$ cat src/hw/rtl/fwsk_pkg.sv
// Shared types, constants and helpers for the four-wheel steering kinematics block.
// No dependencies; used by every RTL file in this folder.
`default_nettype none
package fwsk_pkg;

  localparam int CORDIC_STAGES_DEF = 16;
  localparam int DIV_STEPS  = 30;
  localparam int SQRT_STEPS = 31;
  localparam int CX_W = 35;
  localparam int CZ_W = 33;

  localparam logic signed [33:0] PI_Q30   = 34'sd3373259426;
  localparam logic signed [33:0] PI3_Q30  = 34'sd1124419809;
  localparam logic signed [15:0] PI4_Q13  = 16'sd6434;

  localparam logic [1:0] REG_INV_WHEEL_RADIUS = 2'd0;
  localparam logic [1:0] REG_AXLE_DIST        = 2'd1;
  localparam logic [1:0] REG_SPIN_RADIUS      = 2'd2;

  typedef enum logic [1:0] {
    MODE_STOP      = 2'd0,
    MODE_SPIN      = 2'd1,
    MODE_CURVE     = 2'd2,
    MODE_TRANSLATE = 2'd3
  } mode_t;

  typedef struct packed {
    logic [45:0] rem;
    logic [16:0] d;
    logic [29:0] q;
  } div_t;

  typedef struct packed {
    logic [61:0] v;
    logic [61:0] r;
  } sqrt_t;

  typedef struct packed {
    logic signed [CX_W-1:0] x;
    logic signed [CX_W-1:0] y;
    logic signed [CZ_W-1:0] z;
  } cvec_t;

  typedef struct packed {
    mode_t              mode;
    logic               wz_pos;
    logic               vx_neg;
    logic               vy_neg;
    logic [15:0]        ax;
    logic [15:0]        ay;
    logic signed [20:0] spd_c;
    logic signed [48:0] p2;
    logic               ovf;
    logic [31:0]        sq;
    logic [29:0]        s;
    logic               sat;
    logic [41:0]        prod;
  } ctx_t;

  function automatic logic [31:0] atan_q30(input int idx);
    logic [31:0] r;
    case (idx)
      0:  r = 32'h3243F6A8;
      1:  r = 32'h1DAC6705;
      2:  r = 32'h0FADBAFC;
      3:  r = 32'h07F56EA6;
      4:  r = 32'h03FEAB76;
      5:  r = 32'h01FFD55B;
      6:  r = 32'h00FFFAAA;
      7:  r = 32'h007FFF55;
      8:  r = 32'h003FFFEA;
      9:  r = 32'h001FFFFD;
      10: r = 32'h000FFFFF;
      11: r = 32'h0007FFFF;
      12: r = 32'h0003FFFF;
      13: r = 32'h0001FFFF;
      14: r = 32'h0000FFFF;
      15: r = 32'h00007FFF;
      16: r = 32'h00003FFF;
      17: r = 32'h00001FFF;
      18: r = 32'h00000FFF;
      19: r = 32'h000007FF;
      20: r = 32'h000003FF;
      21: r = 32'h000001FF;
      22: r = 32'h000000FF;
      23: r = 32'h0000007F;
      default: r = 32'h0;
    endcase
    return r;
  endfunction

  // round to nearest, ties away from zero
  function automatic logic signed [63:0] rsh(input logic signed [63:0] v, input int s);
    logic [63:0] m;
    m = v[63] ? 64'(-v) : 64'(v);
    m = (m + (64'd1 << (s - 1))) >> s;
    return v[63] ? -$signed(m) : $signed(m);
  endfunction

  function automatic logic signed [20:0] sat21(input logic signed [63:0] v);
    logic signed [20:0] r;
    if (v > 64'sd1048575) r = 21'sd1048575;
    else if (v < -64'sd1048576) r = -21'sd1048576;
    else r = 21'(v);
    return r;
  endfunction

endpackage
`default_nettype wire

$ cat src/hw/rtl/fwsk_cordic_cell.sv
// One vectoring CORDIC micro-rotation toward y = 0.
// Depends on fwsk_pkg (angle table, vector type).
`default_nettype none
module fwsk_cordic_cell #(
  parameter int IDX = 0
) (
  input  wire logic          clk,
  input  fwsk_pkg::cvec_t    c_in,
  output fwsk_pkg::cvec_t    c_out
);

  localparam logic signed [fwsk_pkg::CZ_W-1:0] ANG =
    $signed({1'b0, fwsk_pkg::atan_q30(IDX)});

  logic signed [fwsk_pkg::CX_W-1:0] dx;
  logic signed [fwsk_pkg::CX_W-1:0] dy;
  fwsk_pkg::cvec_t                  c_nxt;

  assign dx = c_in.y >>> IDX;
  assign dy = c_in.x >>> IDX;

  always_comb begin
    c_nxt = c_in;
    if (c_in.y > 0) begin
      c_nxt.x = c_in.x + dx;
      c_nxt.y = c_in.y - dy;
      c_nxt.z = c_in.z + ANG;
    end else if (c_in.y < 0) begin
      c_nxt.x = c_in.x - dx;
      c_nxt.y = c_in.y + dy;
      c_nxt.z = c_in.z - ANG;
    end
  end

  always_ff @(posedge clk) begin
    c_out <= c_nxt;
  end

endmodule
`default_nettype wire

$ cat config.mk
export PLATFORM = sky130hd
export DESIGN_NAME = fwsk_cordic_cell
export DESIGN_NICKNAME = d
export VERILOG_FILES = /design/src/hw/rtl/fwsk_pkg.sv /design/src/hw/rtl/fwsk_cordic_cell.sv
export SDC_FILE = /design/constraint.sdc
export NUM_CORES = 1
export LEC_CHECK = 0
export ABC_AREA = 1
export ABC_CLOCK_PERIOD_IN_PS = 5400
export BUFFER_PORTS_ARGS = -buffer_cell sky130_fd_sc_hd__buf_2
export CAP_MARGIN = 25
export CORE_UTILIZATION = 47
export DETAILED_ROUTE_END_ITERATION = 12
export GPL_TIMING_DRIVEN = 0
export PLACE_DENSITY = 0.75
export SLEW_MARGIN = 40
export SYNTH_ARGS = -nofsm -noshare
export SYNTH_HDL_FRONTEND = slang
export SYNTH_SLANG_ARGS = --single-unit
$ cat constraint.sdc
create_clock -name clk -period 5.4 [get_ports clk]
set_input_delay 1.08 -clock clk [delete_from_list [all_inputs] [get_ports clk]]
set_output_delay 1.08 -clock clk [all_outputs]
set_load 0.01 [all_outputs]
Word level (Yosys, flattened, before mapping)
Index checks and enable logic that the tools add are counted.
{"block": "classes", "magnitude_cmp": 2, "n_addsub": 5, "mux": 2}
{"op": "103-bit two-way mux", "count": 2}
{"op": "35-bit subtractor", "count": 2}
{"op": "35-bit adder", "count": 1}
{"op": "35-bit by 1-bit > comparator with 1-bit output (second input constant)", "count": 1}
{"op": "35-bit by 1-bit < comparator with 1-bit output (second input constant)", "count": 1}
{"op": "33-bit by 31-bit adder with 33-bit output (second input constant)", "count": 1}
{"op": "33-bit by 31-bit subtractor with 33-bit output (second input constant)", "count": 1}
{"block": "word_totals", "inputBits": 104, "elab_cells": 12, "reg_bits": 103}

Depth between registers and ports, before layout
{"block": "logic_depth", "word_depth": 3, "depth_mapped": 18, "ltp_nobuf": 17}

Worst setup path before layout
OpenSTA, ideal clock, no wires.
{"block": "synth_timing", "path_type": "input-to-reg", "start": "input c_in[33] in the netlist's numbering", "end": "register c_out[55] in the netlist's numbering", "arrival_time_ns": 2.598, "path_stages": 11, "setup_ns": 0.121, "required_ns": 5.279, "path_slack_ns": 2.680, "path_buffers": 0, "path_cell_list": "inv_1 > ha_1 > fa_1 > o21ai_2 > a21oi_1 > o21ai_2 > nand2_1 > nand2_1 > nand2_1 > nand2_1 > o21ai_0"}
{"item": "from (decl)", "line": "fwsk_cordic_cell.sv:8", "source": "input fwsk_pkg::cvec_t c_in,"}
{"item": "to (signal assigned)", "line": "fwsk_cordic_cell.sv:36", "source": "c_out <= c_nxt;"}
{"item": "to (decl)", "line": "fwsk_cordic_cell.sv:9", "source": "output fwsk_pkg::cvec_t c_out"}

==> metrics <==
cell count after placement about 2.7k; max cap viols 0; number of synthesized register bits 103; Clock Sinks 103; CP endpoint kind register; fin. max-slew vios 0; Fmax achieved 303 MHz; Ys Warns 0; Worst IR Drop VDD 0.129 mV; H-tree depth 3; crit path max fanout 5; final instance area 14,100 µm²; startpoint types primary input; first-pass GRT wire length 80.7 mm; initial antenna violation count 2; setup ws final 2.09 ns; cell accounting for the most synthesized area nand2_1; syn_area_per_cell 5.74 µm²; diode count 0; setup total negative slack 0 ns; via count 15.5k; share of post-route cells with drive strength above 1 0.141; Tcrit/Tclk final 0.612; Root Driver clkbuf_16; synthesized area between 10,000 and 15,000 µm²; Die Wd 164 µm; Post-synth ARST share 0; RSZ-0062 raised after global routing false; Slew HR 0.402; final layout net count between 2k and 3k; CTS buffer count 9; Core Box Area 26,000 µm²; post-synth cell types 45; Die Height 164 µm; critical path class primary input to register; DRT iter0 DRCs between 1.5k and 2k; worst path arrival time 3.55 ns; CTS resizes 0; # IOs a little over 200; vias in the first global route between 10k and 15k; gr usage total 0.405; Tmin final 3.31 ns; largest registers c_out: 103 flops; Hold Vio Cnt, Final 0; share of the yosys chip area belonging to registers 0.167; Final setup viols 0; post-synthesis net count 2,371; Leakage slightly below 8 nW; Hold Slack 0.801 ns; clock transition at the registers of the reported paths 0.09 ns; FF+latch area 2060 µm²; Syn Inst Count 2,158; setup repair bufs after CTS 0; Post-DP HPWL 46.0 mm; largest net degree at the start of global routing 20; fillcell total 2,778; HP Class primary input to register; number of synthesized flops with an enable pin 0; Initial Util 0.477; flip-flop count of the largest register after layout between 100 and 150; hold path depth 1; Top FF cell, synth dfxtp_1; outcome finished, final reports clean; Yosys top cell area share 0.194; final non-filler cell total 2,707; CTS tree done; HP Start c_in[1]; hold endpoint c_out[1]; num rows slightly below 60; clock buffer depth 2; Residual DRC 0; routed vias/inst 5.71; DR WL/cell 20.4 µm; IO buf count 197; Die ar. between 20,000 and 30,000 µm²; Place WS 1.78 ns; largest register by flop count c_out; DP Area 13,800 µm²; global route overflow 0; Area contributors post-synth nand2_1 19%, dfxtp_1 17%, ha_1 11%, inv_1 9.8%, nand3_1 8.9%; critical path required time roughly 5.7 ns; Area Growth Syn to Fin 13.8%; Multi-input gate area 8670 µm²; hold-fix buffers at CTS 0; DR pass1 iterations 7; Pwr Density 216 nW/µm²; Worst Max-Slew Pin Slew 0.897 ns; Final Wtd Congestion 1.08; post-route ant nets 0; WL final around 55 mm
-- where the power goes --
part	leakage [nW]	switching [mW]	internal, mW
Sequential	0.869	0.0318	0.880
Clock	0.140	0.366	0.325
Combinational	6.67	0.983	0.453
-- per-layer routing --
| layer | vias up | share of wire | GRT usage |
|---|---|---|---|
| li1 | 7325 | - | - |
| met1 | 7003 | 0.40 | 0.514 |
| met2 | 959 | 0.44 | 0.640 |
| met3 | 162 | 0.11 | 0.0795 |
| met4 | 2 | 0.056 | 0.221 |
| met5 | - | 0.00033 | 0 |
-- synthesized netlist by cell type (26+ instances only) --
library cell,number
nand4_1,26
ha_1,106
o21ai_0,113
inv_1,322
buf_2,26
nand2_1,641
nor2_1,185
a21oi_1,152
dfxtp_1,103
xor2_1,41
nand3_1,219
-- logic make-up (layout without fill, tap and decap cells) --
group,after synthesis,after routing,synth area share
simple gates,1156,1156,0.401
fa+ha+maj,109,109,0.112
compound gates,353,353,0.159
flops,103,103,0.167
xor+xnor,41,41,0.0290
buf+inv,396,610,0.133
-- worst max path at each step --
stage               startpoint        end  cells after the start
floorplan             c_in[33]  c_out[55]                     11
global placement      c_in[45]  c_out[95]                      9
detailed placement    c_in[33]  c_out[51]                     11
CTS                   c_in[33]  c_out[51]                     11
global route          c_in[33]  c_out[51]                     11
finish                c_in[33]  c_out[51]                     11
-- through the flow --
step | util | power [mW]
after global placement | 0.531 | 2.31
final | 0.542 | 3.04
after floorplan | - | 1.79
after detailed placement | 0.531 | 2.32
after global routing | 0.542 | 3.20
after CTS | 0.542 | 3.01
-- layout by cell type, fill, tap and decap left out, types with 7 or more instances in the layout --
cell type and instances:
inv_1 322, nand3_1 219, o21ai_0 113, nor3_1 20
o211ai_1 16, nor2_1 185, a21oi_1 152, buf_4 20
o21ai_1 13, xor2_1 41, o221ai_1 8, nand4_1 26
ha_1 106, buf_2 223, buf_6 8, o21bai_1 20
nand2_2 11, nor2_2 13, nor3_2 8, nand3b_1 7
nand2_1 641, inv_2 10, clkbuf_16 9, dfxtp_1 103
-- critical path, stage by stage --
cell	delay (ns)
buf_2	0.12
inv_1	0.09
ha_1	0.40
fa_1	0.54
o21ai_2	0.27
a21oi_1	0.21
o21ai_2	0.27
nand2_1	0.11
nand3_1	0.08
nand2_1	0.05
o21ai_0	0.33
-- layout make-up --
cell class              instances  area share
inverters                     332      0.0885
plain buffers                  64      0.0286
clock buffers                   9      0.0160
multi-input cells            1659       0.616
flip-flops and latches        103       0.146
well taps                     335      0.0298
repair buffers                198      0.0708
clock inverters                 7     0.00435
Note: power is estimated with default switching activity, not from simulation.
