--- config.mk ---
export PLATFORM = sky130hd
export DESIGN_NAME = fwsk_sqrt_cell
export DESIGN_NICKNAME = d
export VERILOG_FILES = /design/src/hw/rtl/fwsk_pkg.sv /design/src/hw/rtl/fwsk_sqrt_cell.sv
export SDC_FILE = /design/constraint.sdc
export NUM_CORES = 1
export LEC_CHECK = 0
export ABC_AREA = 1
export BUFFER_PORTS_ARGS = -buffer_cell sky130_fd_sc_hd__buf_2
export CORE_UTILIZATION = 63
export CTS_BUF_LIST = sky130_fd_sc_hd__clkbuf_8
export DETAILED_ROUTE_END_ITERATION = 10
export GPL_ROUTABILITY_DRIVEN = 0
export PLACE_DENSITY_LB_ADDON = 0.2
export SLEW_MARGIN = 30
export SYNTH_ARGS = -nofsm -noshare
export SYNTH_HDL_FRONTEND = slang
export SYNTH_SLANG_ARGS = --single-unit
--- constraint.sdc ---
create_clock -name clk -period 6.7 [get_ports clk]
set_input_delay 1.34 -clock clk [delete_from_list [all_inputs] [get_ports clk]]
set_output_delay 1.34 -clock clk [all_outputs]
set_load 0.02 [all_outputs]
--- src/hw/rtl/fwsk_pkg.sv ---
// Shared types, constants and helpers for the four-wheel steering kinematics block.
// No dependencies; used by every RTL file in this folder.
`default_nettype none
package fwsk_pkg;

  localparam int CORDIC_STAGES_DEF = 16;
  localparam int DIV_STEPS  = 30;
  localparam int SQRT_STEPS = 31;
  localparam int CX_W = 35;
  localparam int CZ_W = 33;

  localparam logic signed [33:0] PI_Q30   = 34'sd3373259426;
  localparam logic signed [33:0] PI3_Q30  = 34'sd1124419809;
  localparam logic signed [15:0] PI4_Q13  = 16'sd6434;

  localparam logic [1:0] REG_INV_WHEEL_RADIUS = 2'd0;
  localparam logic [1:0] REG_AXLE_DIST        = 2'd1;
  localparam logic [1:0] REG_SPIN_RADIUS      = 2'd2;

  typedef enum logic [1:0] {
    MODE_STOP      = 2'd0,
    MODE_SPIN      = 2'd1,
    MODE_CURVE     = 2'd2,
    MODE_TRANSLATE = 2'd3
  } mode_t;

  typedef struct packed {
    logic [45:0] rem;
    logic [16:0] d;
    logic [29:0] q;
  } div_t;

  typedef struct packed {
    logic [61:0] v;
    logic [61:0] r;
  } sqrt_t;

  typedef struct packed {
    logic signed [CX_W-1:0] x;
    logic signed [CX_W-1:0] y;
    logic signed [CZ_W-1:0] z;
  } cvec_t;

  typedef struct packed {
    mode_t              mode;
    logic               wz_pos;
    logic               vx_neg;
    logic               vy_neg;
    logic [15:0]        ax;
    logic [15:0]        ay;
    logic signed [20:0] spd_c;
    logic signed [48:0] p2;
    logic               ovf;
    logic [31:0]        sq;
    logic [29:0]        s;
    logic               sat;
    logic [41:0]        prod;
  } ctx_t;

  function automatic logic [31:0] atan_q30(input int idx);
    logic [31:0] r;
    case (idx)
      0:  r = 32'h3243F6A8;
      1:  r = 32'h1DAC6705;
      2:  r = 32'h0FADBAFC;
      3:  r = 32'h07F56EA6;
      4:  r = 32'h03FEAB76;
      5:  r = 32'h01FFD55B;
      6:  r = 32'h00FFFAAA;
      7:  r = 32'h007FFF55;
      8:  r = 32'h003FFFEA;
      9:  r = 32'h001FFFFD;
      10: r = 32'h000FFFFF;
      11: r = 32'h0007FFFF;
      12: r = 32'h0003FFFF;
      13: r = 32'h0001FFFF;
      14: r = 32'h0000FFFF;
      15: r = 32'h00007FFF;
      16: r = 32'h00003FFF;
      17: r = 32'h00001FFF;
      18: r = 32'h00000FFF;
      19: r = 32'h000007FF;
      20: r = 32'h000003FF;
      21: r = 32'h000001FF;
      22: r = 32'h000000FF;
      23: r = 32'h0000007F;
      default: r = 32'h0;
    endcase
    return r;
  endfunction

  // round to nearest, ties away from zero
  function automatic logic signed [63:0] rsh(input logic signed [63:0] v, input int s);
    logic [63:0] m;
    m = v[63] ? 64'(-v) : 64'(v);
    m = (m + (64'd1 << (s - 1))) >> s;
    return v[63] ? -$signed(m) : $signed(m);
  endfunction

  function automatic logic signed [20:0] sat21(input logic signed [63:0] v);
    logic signed [20:0] r;
    if (v > 64'sd1048575) r = 21'sd1048575;
    else if (v < -64'sd1048576) r = -21'sd1048576;
    else r = 21'(v);
    return r;
  endfunction

endpackage
`default_nettype wire

--- src/hw/rtl/fwsk_sqrt_cell.sv ---
// One integer square root step: retires one root bit per cycle.
// Depends on fwsk_pkg.
`default_nettype none
module fwsk_sqrt_cell #(
  parameter int K = 0
) (
  input  wire logic          clk,
  input  fwsk_pkg::sqrt_t    s_in,
  output fwsk_pkg::sqrt_t    s_out
);

  localparam logic [61:0] BIT = 62'd1 << (2 * K);

  logic [61:0]     t;
  fwsk_pkg::sqrt_t s_nxt;

  assign t = s_in.r + BIT;

  always_comb begin
    s_nxt = s_in;
    if (s_in.v >= t) begin
      s_nxt.v = s_in.v - t;
      s_nxt.r = (s_in.r >> 1) + BIT;
    end else begin
      s_nxt.r = s_in.r >> 1;
    end
  end

  always_ff @(posedge clk) begin
    s_out <= s_nxt;
  end

endmodule
`default_nettype wire

-- Word level (Yosys, flattened, before mapping)
Index checks and enable logic that the tools add are counted.
- bits in registers: 124
- input bits: 125
- output and inout bits: 124
- logic and storage cells: 9
- $add $sub $neg: 3
- magnitude comparators: 1
- muxes and demuxes: 2
- operators with widths (cell ; count):
    61-bit by 1-bit adder with 62-bit output, second input constant ; 1
    62-bit by 1-bit adder with 62-bit output, second input constant ; 1
    62-bit >= comparator ; 1
    62-bit 2-to-1 mux ; 1
    62-bit subtractor ; 1
    61-bit 2-to-1 mux ; 1

-- Logic depth before layout (Yosys ltp)
- word-level depth: 3
- mapped depth: 25
- gate-level depth less buffers: 24

-- Worst setup path before layout
Ideal clock, no wire load.
- kind: input-to-reg
- start point: in s_in[1] in the netlist's numbering
- end point: reg s_out[25] in the netlist's numbering
- setup time: 0.120 ns
- arrival time: 4.237 ns
- data required time: 6.580 ns
- slack: 2.342 ns
- stages: 24
- path buffers: 3
- path through: ha_1 -> buf_2 -> nand3_1 -> inv_1 -> nand2_1 -> nor2_1 -> nand3_1 -> nor2_1 -> xor2_1 -> o21ai_0 -> ha_1 -> nand2_1 -> nor2_1 -> inv_1 -> nor2_2 -> nand2_1 -> nor2_1 -> nand2_1 -> nand3_1 -> nor2_1 -> nand2_4 -> buf_6 -> buf_4 -> o21ai_1
- RTL lines (element ; line ; source):
    from (decl) ; fwsk_sqrt_cell.sv:8 ; input fwsk_pkg::sqrt_t s_in,
    to (signal assigned) ; fwsk_sqrt_cell.sv:30 ; s_out <= s_nxt;
    to (decl) ; fwsk_sqrt_cell.sv:9 ; output fwsk_pkg::sqrt_t s_out

==> flow_metrics.tcl <==
set metrics [dict create \
    vias 15282 \
    drt-total-wl_um 45880 \
    core_area_mm2 0.01946 \
    max_stage_delay_ns 0.59 \
    worstPathRequired_ns 7.12 \
    crit_start "s_in[2]" \
    top_register "s_out" \
    crit_top_cell "nand2_1" \
    slew_headroom_pct 51.76 \
    slowest_stage "nor3_1" \
    overflow 0 \
    synth_area_mm2 0.01248 \
    hold_viol 0 \
    yosys-top-cells-area "nand2_1 28%, dfxtp_1 20%, inv_1 13%, xor2_1 9.9%, ha_1 6.4%" \
    row_count 51 \
    timing.fmax_ghz 0.1789 \
    synth-adder-area-share_pct 6.576 \
    fin_nets 2688 \
    dp_hpwl_um 36880 \
    filler_cell_count 1717 \
    holdPathStages 3 \
    numPortBuffers 248 \
    powerDensity_mw_per_mm2 195.9 \
    synth_xor_area_share_pct 10.31 \
    sequentialPowerShare_pct 31.8 \
    swShare_pct 42.18 \
    hold_path_end "s_out[118]$_DFF_P_" \
    first_pass_iters 6 \
    grt_use_total_pct 45.69 \
    synthSimpleGateAreaFrac_pct 44.35 \
    fin_hold_ws_ns 1.075 \
    worst_pin_slew_ns 0.7181 \
    grt_pass1_wl_um 69840 \
    viasPerCell 5.507 \
    synth_enable_flop_cells 0 \
    peakVddDrop_v 0.0001244 \
    cts_setup_buffers 0 \
    drv_slew 0 \
    synth.largest_area_cell "nand2_1" \
    share_comb_of_total_power_pct 40.1 \
    synth_top_area_share_pct 27.88 \
    period_needed_ns 5.591 \
    synth_top_family_by_area "simple AND/OR/NAND/NOR gates" \
    max-cap-violations 0 \
    antenna_cells 0 \
    grt_max_degree 49 \
    tns_ns 0 \
    rsz0062_at_grt "false" \
    cts_tree "done" \
    synth_compound_area_share_pct 4.050 \
    io-pin-count 249 \
    crit_arrival_ns 6.01 \
    ys_ff_latch 124 \
    avgRoutedWirePerCell_um 16.53 \
    die_w_um 142.8 \
    syn_nets 2446 \
    synth_cells 2256 \
    synth_common_cells "927 x nand2_1, 421 x inv_1, 186 x nor2_1, 141 x xor2_1" \
    synth_mux_area_share_pct 0 \
    avgSynthCellArea_um2 5.533 \
    largest_reg_flops 124 \
    area_delta_synth_final_pct 14.80 \
    die_y_um 142.8 \
    pwr-share-clk_pct 28.1 \
    cts_root_buf "clkbuf_8" \
    cts_max_level 4 \
    cts_sinks 124 \
    cts_hold_buf 0 \
    min_from "s_in[118]" \
    dp.cells 2744 \
    cp_max_fo 40 \
    cts.path.max_buffers 2 \
    synth.distinct_cells 36 \
    finalNonFillerCells 2775 \
    path_class "in -> reg" \
    grt_pass1_vias 13746 \
    reg_top3 "s_out x124" \
    endpoint_kind "register" \
    final_antenna_net_count 0 \
    final_util_pct 73.62 \
    drt_iter0_markers 1943 \
    status "completed" \
    clk_pin_slew_ns 0.09 \
    cts_inserted_buffers 17 \
    die-area_mm2 0.02038 \
    async_flop_share_pct 0 \
    hold_class "in -> reg" \
    yosysWarnings 0 \
    yosysSeqAreaShare_pct 19.89 \
    ctsResizeCount 0 \
    path_cells "buf_2, ha_1, nand3_1, nor2_1, inv_1, nor3_1, nand3_1, xor2_1, ha_1, nand2_1, nand2_1, a21oi_1, o21ai_0, nand2_1, nand3_1, nor2_1, nand2_4, inv_2, buf_4, nand2_1, nand2_1" \
    setup_viol 0 \
    p_int_mw 1.623 \
    worstSetupStartpointType "input port" \
    synth_flop_cell "dfxtp_1" \
    synth.most_common_cell "nand2_1" \
    initial_core_util_pct 64.13 \
    antenna_found_initial 0 \
    power.leakage_nw 8.386 \
    drive_above_1_share_pct 12.55 \
    drcViolationCount 0 \
    p_switching_mw 1.184 \
    fin_crit_sh_pct 83.45 \
]
-- stage by stage --
step                area, µm²  worst slack [ns]  power, mW
floorplan               12480             2.342      1.654
global placement        13890            0.8570      1.971
detailed placement      13890            0.8305      1.992
CTS                     14330             1.304      2.766
global route            14330            0.7348      2.948
finish                  14330             1.109      2.807
-- power groups by stage --
stage | Combinational, mW | Sequential [mW] | Clock, mW
final | 1.13 | 0.892 | 0.788
after global routing | 1.23 | 0.903 | 0.816
after CTS | 1.09 | 0.892 | 0.780
after detailed placement | 1.09 | 0.907 | 0
after global placement | 1.06 | 0.909 | 0
after floorplan | 0.588 | 1.07 | 0
-- critical path: cells and delay by family --
kind | cells | cell delay (ns)
simple gates | 12 | 2.35
buf+inv | 4 | 0.76
fa+ha+maj | 2 | 0.76
compound gates | 2 | 0.39
xor+xnor | 1 | 0.36
-- routing by layer --
metal	GRT usage [%]	routed length, µm	share of wire [%]	up-vias
met5	0	0	0	-
li1	-	-	-	7302
met2	70.87	19600	43	1136
met3	10.43	6136	13	267
met1	55.83	16530	36	6577
met4	32.43	3611	7.9	0
-- layout make-up --
type	instances	area, µm²	area share (%)
Sequential cell	124	2482	17.32
Clock inverter	14	207.7	1.450
Inverter	431	1618	11.29
Clock buffer	17	234.0	1.633
Timing Repair Buffer	255	1306	9.116
Tap cell	265	331.6	2.314
Multi-Input combinational cell	1669	8149	56.87
-- logic make-up after synthesis --
group	after synthesis
xor gates and xnor gates	147
and+or+nand+nor	1357
DFF	124
AOI/OAI and AO/OA	100
adders and majority gates	65
buffers and inverters	463
-- cells in the final DEF (no fill, tap or decap), types with 3 or more instances in the layout --
cell,n
nand2_2,4
bufinv_16,4
o21ai_1,50
nor4_1,6
nor2_1,186
inv_1,421
nand4_1,38
nand2_1,927
buf_4,6
clkbuf_8,17
inv_2,8
nand3b_1,6
dfxtp_1,124
nand3_1,124
ha_1,64
nor3_2,3
xor2_1,141
nor2_2,9
inv_6,4
xnor2_1,6
a21oi_1,38
buf_2,248
o21ai_0,10
nor3_1,42
and2_1,4
-- how the worst max path moves through the flow --
stage,endpoint,slack (ns),cells after the start
5_1_grt,s_out[81]$_DFF_P_,0.73,25
3_3_place_gp,s_out[98]$_DFF_P_,0.86,21
6_report,s_out[98]$_DFF_P_,1.11,21
4_1_cts,s_out[98]$_DFF_P_,1.30,21
2_1_floorplan,s_out[25]$_DFF_P_,2.34,24
3_5_place_dp,s_out[96]$_DFF_P_,0.83,21
Power figures use the tool's default switching activity.
