File: config.mk
export PLATFORM = sky130hd
export DESIGN_NAME = fwsk_div_cell
export DESIGN_NICKNAME = d
export VERILOG_FILES = /design/src/hw/rtl/fwsk_pkg.sv /design/src/hw/rtl/fwsk_div_cell.sv
export SDC_FILE = /design/constraint.sdc
export NUM_CORES = 1
export LEC_CHECK = 0
export BUFFER_PORTS_ARGS = -buffer_cell sky130_fd_sc_hd__buf_2
export CELL_PAD_IN_SITES_DETAIL_PLACEMENT = 1
export CELL_PAD_IN_SITES_GLOBAL_PLACEMENT = 2
export CORE_ASPECT_RATIO = 1.4
export CORE_MARGIN = 1.5
export CORE_UTILIZATION = 23
export DETAILED_ROUTE_END_ITERATION = 8
export HOLD_SLACK_MARGIN = 0.12
export PLACE_DENSITY = 0.75
export SYNTH_ARGS = -nofsm -noshare
export SYNTH_HDL_FRONTEND = slang
export SYNTH_SLANG_ARGS = --single-unit
export TNS_END_PERCENT = 5
File: constraint.sdc
create_clock -name clk -period 3.2 [get_ports clk]
set_clock_uncertainty 0.2 [all_clocks]
set_input_delay 0.64 -clock clk [delete_from_list [all_inputs] [get_ports clk]]
set_output_delay 0.64 -clock clk [all_outputs]
set_load 0.05 [all_outputs]
File: src/hw/rtl/fwsk_pkg.sv
// Shared types, constants and helpers for the four-wheel steering kinematics block.
// No dependencies; used by every RTL file in this folder.
`default_nettype none
package fwsk_pkg;

  localparam int CORDIC_STAGES_DEF = 16;
  localparam int DIV_STEPS  = 30;
  localparam int SQRT_STEPS = 31;
  localparam int CX_W = 35;
  localparam int CZ_W = 33;

  localparam logic signed [33:0] PI_Q30   = 34'sd3373259426;
  localparam logic signed [33:0] PI3_Q30  = 34'sd1124419809;
  localparam logic signed [15:0] PI4_Q13  = 16'sd6434;

  localparam logic [1:0] REG_INV_WHEEL_RADIUS = 2'd0;
  localparam logic [1:0] REG_AXLE_DIST        = 2'd1;
  localparam logic [1:0] REG_SPIN_RADIUS      = 2'd2;

  typedef enum logic [1:0] {
    MODE_STOP      = 2'd0,
    MODE_SPIN      = 2'd1,
    MODE_CURVE     = 2'd2,
    MODE_TRANSLATE = 2'd3
  } mode_t;

  typedef struct packed {
    logic [45:0] rem;
    logic [16:0] d;
    logic [29:0] q;
  } div_t;

  typedef struct packed {
    logic [61:0] v;
    logic [61:0] r;
  } sqrt_t;

  typedef struct packed {
    logic signed [CX_W-1:0] x;
    logic signed [CX_W-1:0] y;
    logic signed [CZ_W-1:0] z;
  } cvec_t;

  typedef struct packed {
    mode_t              mode;
    logic               wz_pos;
    logic               vx_neg;
    logic               vy_neg;
    logic [15:0]        ax;
    logic [15:0]        ay;
    logic signed [20:0] spd_c;
    logic signed [48:0] p2;
    logic               ovf;
    logic [31:0]        sq;
    logic [29:0]        s;
    logic               sat;
    logic [41:0]        prod;
  } ctx_t;

  function automatic logic [31:0] atan_q30(input int idx);
    logic [31:0] r;
    case (idx)
      0:  r = 32'h3243F6A8;
      1:  r = 32'h1DAC6705;
      2:  r = 32'h0FADBAFC;
      3:  r = 32'h07F56EA6;
      4:  r = 32'h03FEAB76;
      5:  r = 32'h01FFD55B;
      6:  r = 32'h00FFFAAA;
      7:  r = 32'h007FFF55;
      8:  r = 32'h003FFFEA;
      9:  r = 32'h001FFFFD;
      10: r = 32'h000FFFFF;
      11: r = 32'h0007FFFF;
      12: r = 32'h0003FFFF;
      13: r = 32'h0001FFFF;
      14: r = 32'h0000FFFF;
      15: r = 32'h00007FFF;
      16: r = 32'h00003FFF;
      17: r = 32'h00001FFF;
      18: r = 32'h00000FFF;
      19: r = 32'h000007FF;
      20: r = 32'h000003FF;
      21: r = 32'h000001FF;
      22: r = 32'h000000FF;
      23: r = 32'h0000007F;
      default: r = 32'h0;
    endcase
    return r;
  endfunction

  // round to nearest, ties away from zero
  function automatic logic signed [63:0] rsh(input logic signed [63:0] v, input int s);
    logic [63:0] m;
    m = v[63] ? 64'(-v) : 64'(v);
    m = (m + (64'd1 << (s - 1))) >> s;
    return v[63] ? -$signed(m) : $signed(m);
  endfunction

  function automatic logic signed [20:0] sat21(input logic signed [63:0] v);
    logic signed [20:0] r;
    if (v > 64'sd1048575) r = 21'sd1048575;
    else if (v < -64'sd1048576) r = -21'sd1048576;
    else r = 21'(v);
    return r;
  endfunction

endpackage
`default_nettype wire

File: src/hw/rtl/fwsk_div_cell.sv
// One restoring division step: produces one quotient bit per cycle.
// Depends on fwsk_pkg.
`default_nettype none
module fwsk_div_cell #(
  parameter int SHIFT = 0
) (
  input  wire logic          clk,
  input  fwsk_pkg::div_t     d_in,
  output fwsk_pkg::div_t     d_out
);

  logic [46:0]    dsh;
  fwsk_pkg::div_t d_nxt;

  assign dsh = {30'b0, d_in.d} << SHIFT;

  always_comb begin
    d_nxt = d_in;
    if ({1'b0, d_in.rem} >= dsh) begin
      d_nxt.rem = d_in.rem - dsh[45:0];
      d_nxt.q   = d_in.q | (30'd1 << SHIFT);
    end
  end

  always_ff @(posedge clk) begin
    d_out <= d_nxt;
  end

endmodule
`default_nettype wire

* Yosys cells after proc, flatten, opt, wreduce, memory -nomap -nowiden *
Index checks and enable logic that the tools add are counted.
W data, S select, Z words.

cells by class
  add/subtract/negate cells = 1
  $lt $le $gt $ge = 1
  mux-type cells = 1

operators with widths
  kind              count
  $ge A46 B17 Y1    1
  $mux W46          1
  $sub A46 B17 Y46  1

word-level totals
  bits in registers = 93
  bits of input ports = 94
  output and inout bits = 93
  word-level logic and storage cells = 7

* Logic depth before layout (Yosys ltp) *
  depth in word-level cells = 2
  depth in mapped cells = 14
  mapped depth without buffers = 11

* Worst setup path after synthesis *
Ideal clock, no wire load.

  kind = input to register
  start = input d_in[47] (netlist name)
  end = register d_out[48] (netlist name)
  setup time = 0.121 ns
  data arrival time = 2.998 ns
  data required time = 2.879 ns
  setup slack = -0.119 ns
  stages = 12
  buffers on the path = 2
  cells stage by stage = inv_1 > ha_1 > inv_1 > fa_1 > a211oi_1 > o21ai_0 > a221oi_1 > or3_1 > and2_1 > buf_6 > buf_2 > mux2_2

RTL lines
  item                  RTL line             source
  from (decl)           fwsk_div_cell.sv:8   input fwsk_pkg::div_t d_in,
  to (signal assigned)  fwsk_div_cell.sv:26  d_out <= d_nxt;
  to (decl)             fwsk_div_cell.sv:9   output fwsk_pkg::div_t d_out

==> run summary <==
Summed over all cells, the static leakage comes to 0.00272 uW. STA classifies the critical path endpoint as a register. Setup violations remaining at the end of the flow were counted as 0. The clock passes through at most 2 buffers.

The register with the highest flop count is d_out. For the first-pass GRT wire length, the log shows 19700 um. The most repeated cell in the gate-level netlist after synthesis is sky130_fd_sc_hd__dfxtp_1.

In the synthesized netlist the async set-or-reset flop fraction comes to 0%. Across the run, the number of max-cap violations was 0. The worst hold slack was 0.187 ns. Power comes to 3260 uW. Setup repair after global routing could not meet its margin everywhere. The met1 demand-to-capacity share in global routing is 14.8%. The floorplan die width is 112 um. The congestion estimate from routability-driven global placement came to 0.828. The number of I/O port buffers came out at 186. TritonCTS built the clock tree.

The cell at the root of the clock tree is sky130_fd_sc_hd__clkbuf_16. The number of flip-flops under the largest register name came out at 93. The clock-pin transition on the worst setup and hold timing paths was 0.07 ns. For the number of global-route vias before repair, the log shows 4023. The startpoint of the tightest hold check path is d_in[20]. Data arrives at the worst endpoint at 3.10 ns. The initial utilization of the core area, before any placement, comes to 23.6%. The final layout contains 757 nets. Total number of vias: 3801.

By count the netlist is led by sky130_fd_sc_hd__dfxtp_1 (93), sky130_fd_sc_hd__nand2_1 (37), sky130_fd_sc_hd__nor2_1 (27), sky130_fd_sc_hd__o21ai_0 (27), sky130_fd_sc_hd__inv_1 (24). The detailed router finished its first iteration with 150 violations. After global routing the overflow that remains totals 0.

The logs give 0 for the number of antenna-violating nets in the routed design and 14.4% for the all-layer global routing usage. IR analysis of the VDD net gives a maximum drop of 0.272 mV. The die is 155 um tall. After legalization and detailed placement, the total HPWL measured 10300 um. The type of the worst setup path was in -> reg. The hold violation count in the final report is 0, and the area added between synthesis and finish is 50.0%. The H-tree was split into 3 levels. Along the worst path, the maximum fanout reaches 10. The die covers 0.0174 mm^2. The dominant register cell in the synthesized netlist is sky130_fd_sc_hd__dfxtp_1. The number of flops mapped to enable cells by yosys was 0. The core region is 0.0162 mm^2. The logs give 12500 um for the final routed wirelength across all metal layers and 0 for the DRC violation count after routing. For the worst setup path, the data required time is 3.27 ns. Dividing the detail-routed wire length by the instance count gives 14.7 um.

The tools report the total clock buffers created by CTS as 9. Global routing used 27.5% of the available met2 tracks. Maximum clock rate: 0.329 GHz. Subtracting the final worst setup slack from the clock period gives 3.04 ns.

Counting flops and latches in the post-synthesis netlist gives 93. In the global route stage, met3 resource usage came out at 3.70%. The largest registers in the layout are d_out (93). The count of boundary I/O pins was 187; the area fraction of the dominant cell type after synthesis was 48.8%. When the netlist entered floorplanning its net count stood at 517. At the pin with the least slew margin, the transition time is 0.449 ns. The total number of clock tree sinks came out at 93.

The tools report the number of standard cells after synthesis as 405. The worst setup path is launched from an input pin. During synthesis, Yosys emitted a total of 0 warnings. In this run the tightest slew margin relative to its limit is 70.0%. For this run, the detailed router's first-pass iteration total came to 4.

Number of fill cells: 1941. Power per cell area: 569 mW/mm^2. The critical path starts at d_in[47].

The per-cell via count in the routed design was 4.47. The number of antenna violations at the first check in global routing was 3. The worst path uses 94.9% of the clock period. Entering global routing, the biggest net connects 23 pins.

The flow ran to the end, and the final reports show no timing, DRC or antenna violations. Yosys mapped the design onto 53 distinct sky130hd cell types. After floorplanning, the core was divided into 55 placement rows. Type of the tightest min-delay check: in -> reg. The mapped netlist covers 0.00382 mm^2.

The library cell occupying the most area in the post-synthesis netlist was sky130_fd_sc_hd__dfxtp_1. After global routing, the most crowded layer is met2. A synthesized cell averages 9.42 um^2. In the final layout, the share of cells above drive strength 1 is 42.1%.

By area the synthesized netlist is led by sky130_fd_sc_hd__dfxtp_1 (49%), sky130_fd_sc_hd__ha_1 (5.6%), sky130_fd_sc_hd__xor2_1 (5.0%). Final number of max-transition violations: 0. The register area share after synthesis was 48.8%.
[placed cells by master (no fill, tap or decap), types with 2 or more instances in the layout]
master / netlist / routed
sky130_fd_sc_hd__nor4_1: 6 / 5
sky130_fd_sc_hd__mux2i_1: 2 / 2
sky130_fd_sc_hd__or3_1: 7 / 7
sky130_fd_sc_hd__or4_1: 4 / 4
sky130_fd_sc_hd__xor2_1: 22 / 22
sky130_fd_sc_hd__and4_1: 2 / 2
sky130_fd_sc_hd__nand3b_1: 3 / 3
sky130_fd_sc_hd__buf_4: 0 / 56
sky130_fd_sc_hd__nor4_2: 1 / 2
sky130_fd_sc_hd__buf_2: 3 / 186
sky130_fd_sc_hd__ha_1: 17 / 17
sky130_fd_sc_hd__inv_6: 0 / 3
sky130_fd_sc_hd__nor2_1: 27 / 27
sky130_fd_sc_hd__buf_12: 0 / 2
sky130_fd_sc_hd__nand2b_1: 4 / 4
sky130_fd_sc_hd__o21ai_0: 27 / 25
sky130_fd_sc_hd__nand4_1: 7 / 7
sky130_fd_sc_hd__clkbuf_16: 0 / 9
sky130_fd_sc_hd__a21o_1: 3 / 3
sky130_fd_sc_hd__xnor2_1: 17 / 17
sky130_fd_sc_hd__nand3_1: 12 / 12
sky130_fd_sc_hd__diode_2: 0 / 2
sky130_fd_sc_hd__nand2_1: 37 / 37
sky130_fd_sc_hd__nor4b_1: 2 / 2
sky130_fd_sc_hd__dfxtp_1: 93 / 93
sky130_fd_sc_hd__o211ai_1: 2 / 2
sky130_fd_sc_hd__inv_1: 24 / 24
sky130_fd_sc_hd__nand4b_1: 2 / 2
sky130_fd_sc_hd__nor3_1: 18 / 18
sky130_fd_sc_hd__a21oi_1: 19 / 19
sky130_fd_sc_hd__or2_2: 3 / 3
sky130_fd_sc_hd__o31ai_1: 3 / 3
[metal layers]
| layer | wire, um | vias to the layer above |
|---|---|---|
| met4 | 183 | 2 |
| met1 | 4700 | 1792 |
| met3 | 728 | 12 |
| met5 | 13 | - |
| met2 | 6880 | 107 |
| li1 | - | 1888 |
[layout make-up]
cell class / instances / area (um^2) / area share (%)
Multi-Input combinational cell: 273 / 1820 / 31.9
Clock inverter: 5 / 65.1 / 1.14
Clock buffer: 10 / 239 / 4.17
Timing Repair Buffer: 244 / 1390 / 24.3
Tap cell: 199 / 249 / 4.35
Sequential cell: 93 / 1860 / 32.5
Inverter: 24 / 90.1 / 1.57
Antenna cell: 2 / 5.00 / 0.0874
[worst max-delay path, cell delays in order]
cell and delay (ns):
sky130_fd_sc_hd__buf_2 0.09, sky130_fd_sc_hd__inv_1 0.07, sky130_fd_sc_hd__ha_1 0.17, sky130_fd_sc_hd__inv_1 0.06, sky130_fd_sc_hd__fa_1 0.45, sky130_fd_sc_hd__a211oi_4 0.29
sky130_fd_sc_hd__o21ai_2 0.11, sky130_fd_sc_hd__a22oi_1 0.20, sky130_fd_sc_hd__a211o_1 0.19, sky130_fd_sc_hd__o221ai_1 0.16, sky130_fd_sc_hd__buf_4 0.23, sky130_fd_sc_hd__nor3_1 0.22
sky130_fd_sc_hd__xor2_1 0.20
[where the power goes]
part | total (uW) | internal (uW) | switching (uW)
logic | 869 | 261 | 608
registers | 1280 | 1260 | 24.1
clock network | 1110 | 633 | 473
[path summary, 6_finish.rpt]
path,endpoint,slack (ns),depth (start not counted)
setup / recovery,d_out[91],0.16,13
hold / removal,d_out[20],0.19,1
[repair_timing]
item,CTS,global route
hold buffers,0,0
resized for setup,0,7
setup endpoints to repair,0,34
setup buffers,0,1
[stage by stage]
step | cell area, um^2 | TNS [ns] | instances | utilization, % | setup slack [ns]
finish | 5730 | 0 | 850 | 35.4 | 0.163
global route | 5720 | -0.00987 | 849 | 35.4 | -0.00987
CTS | 5680 | 0 | 847 | 35.1 | 0.0575
detailed placement | 5380 | -9.64 | 832 | 33.3 | -0.300
global placement | 5380 | -7.10 | 832 | 33.3 | -0.240
floorplan | 3820 | 0 | 405 | - | 0.00352
[cells by family after synthesis]
logic type      count (synthesis)  synth area share (%)
compound gates                 69                  10.9
fa+ha+maj                      18                  6.10
simple gates                  144                  20.1
flops                          93                  48.8
buf+inv                        39                  4.33
xor+xnor                       39                  8.95
mux                             3                 0.820
Power figures use the tool's default switching activity.
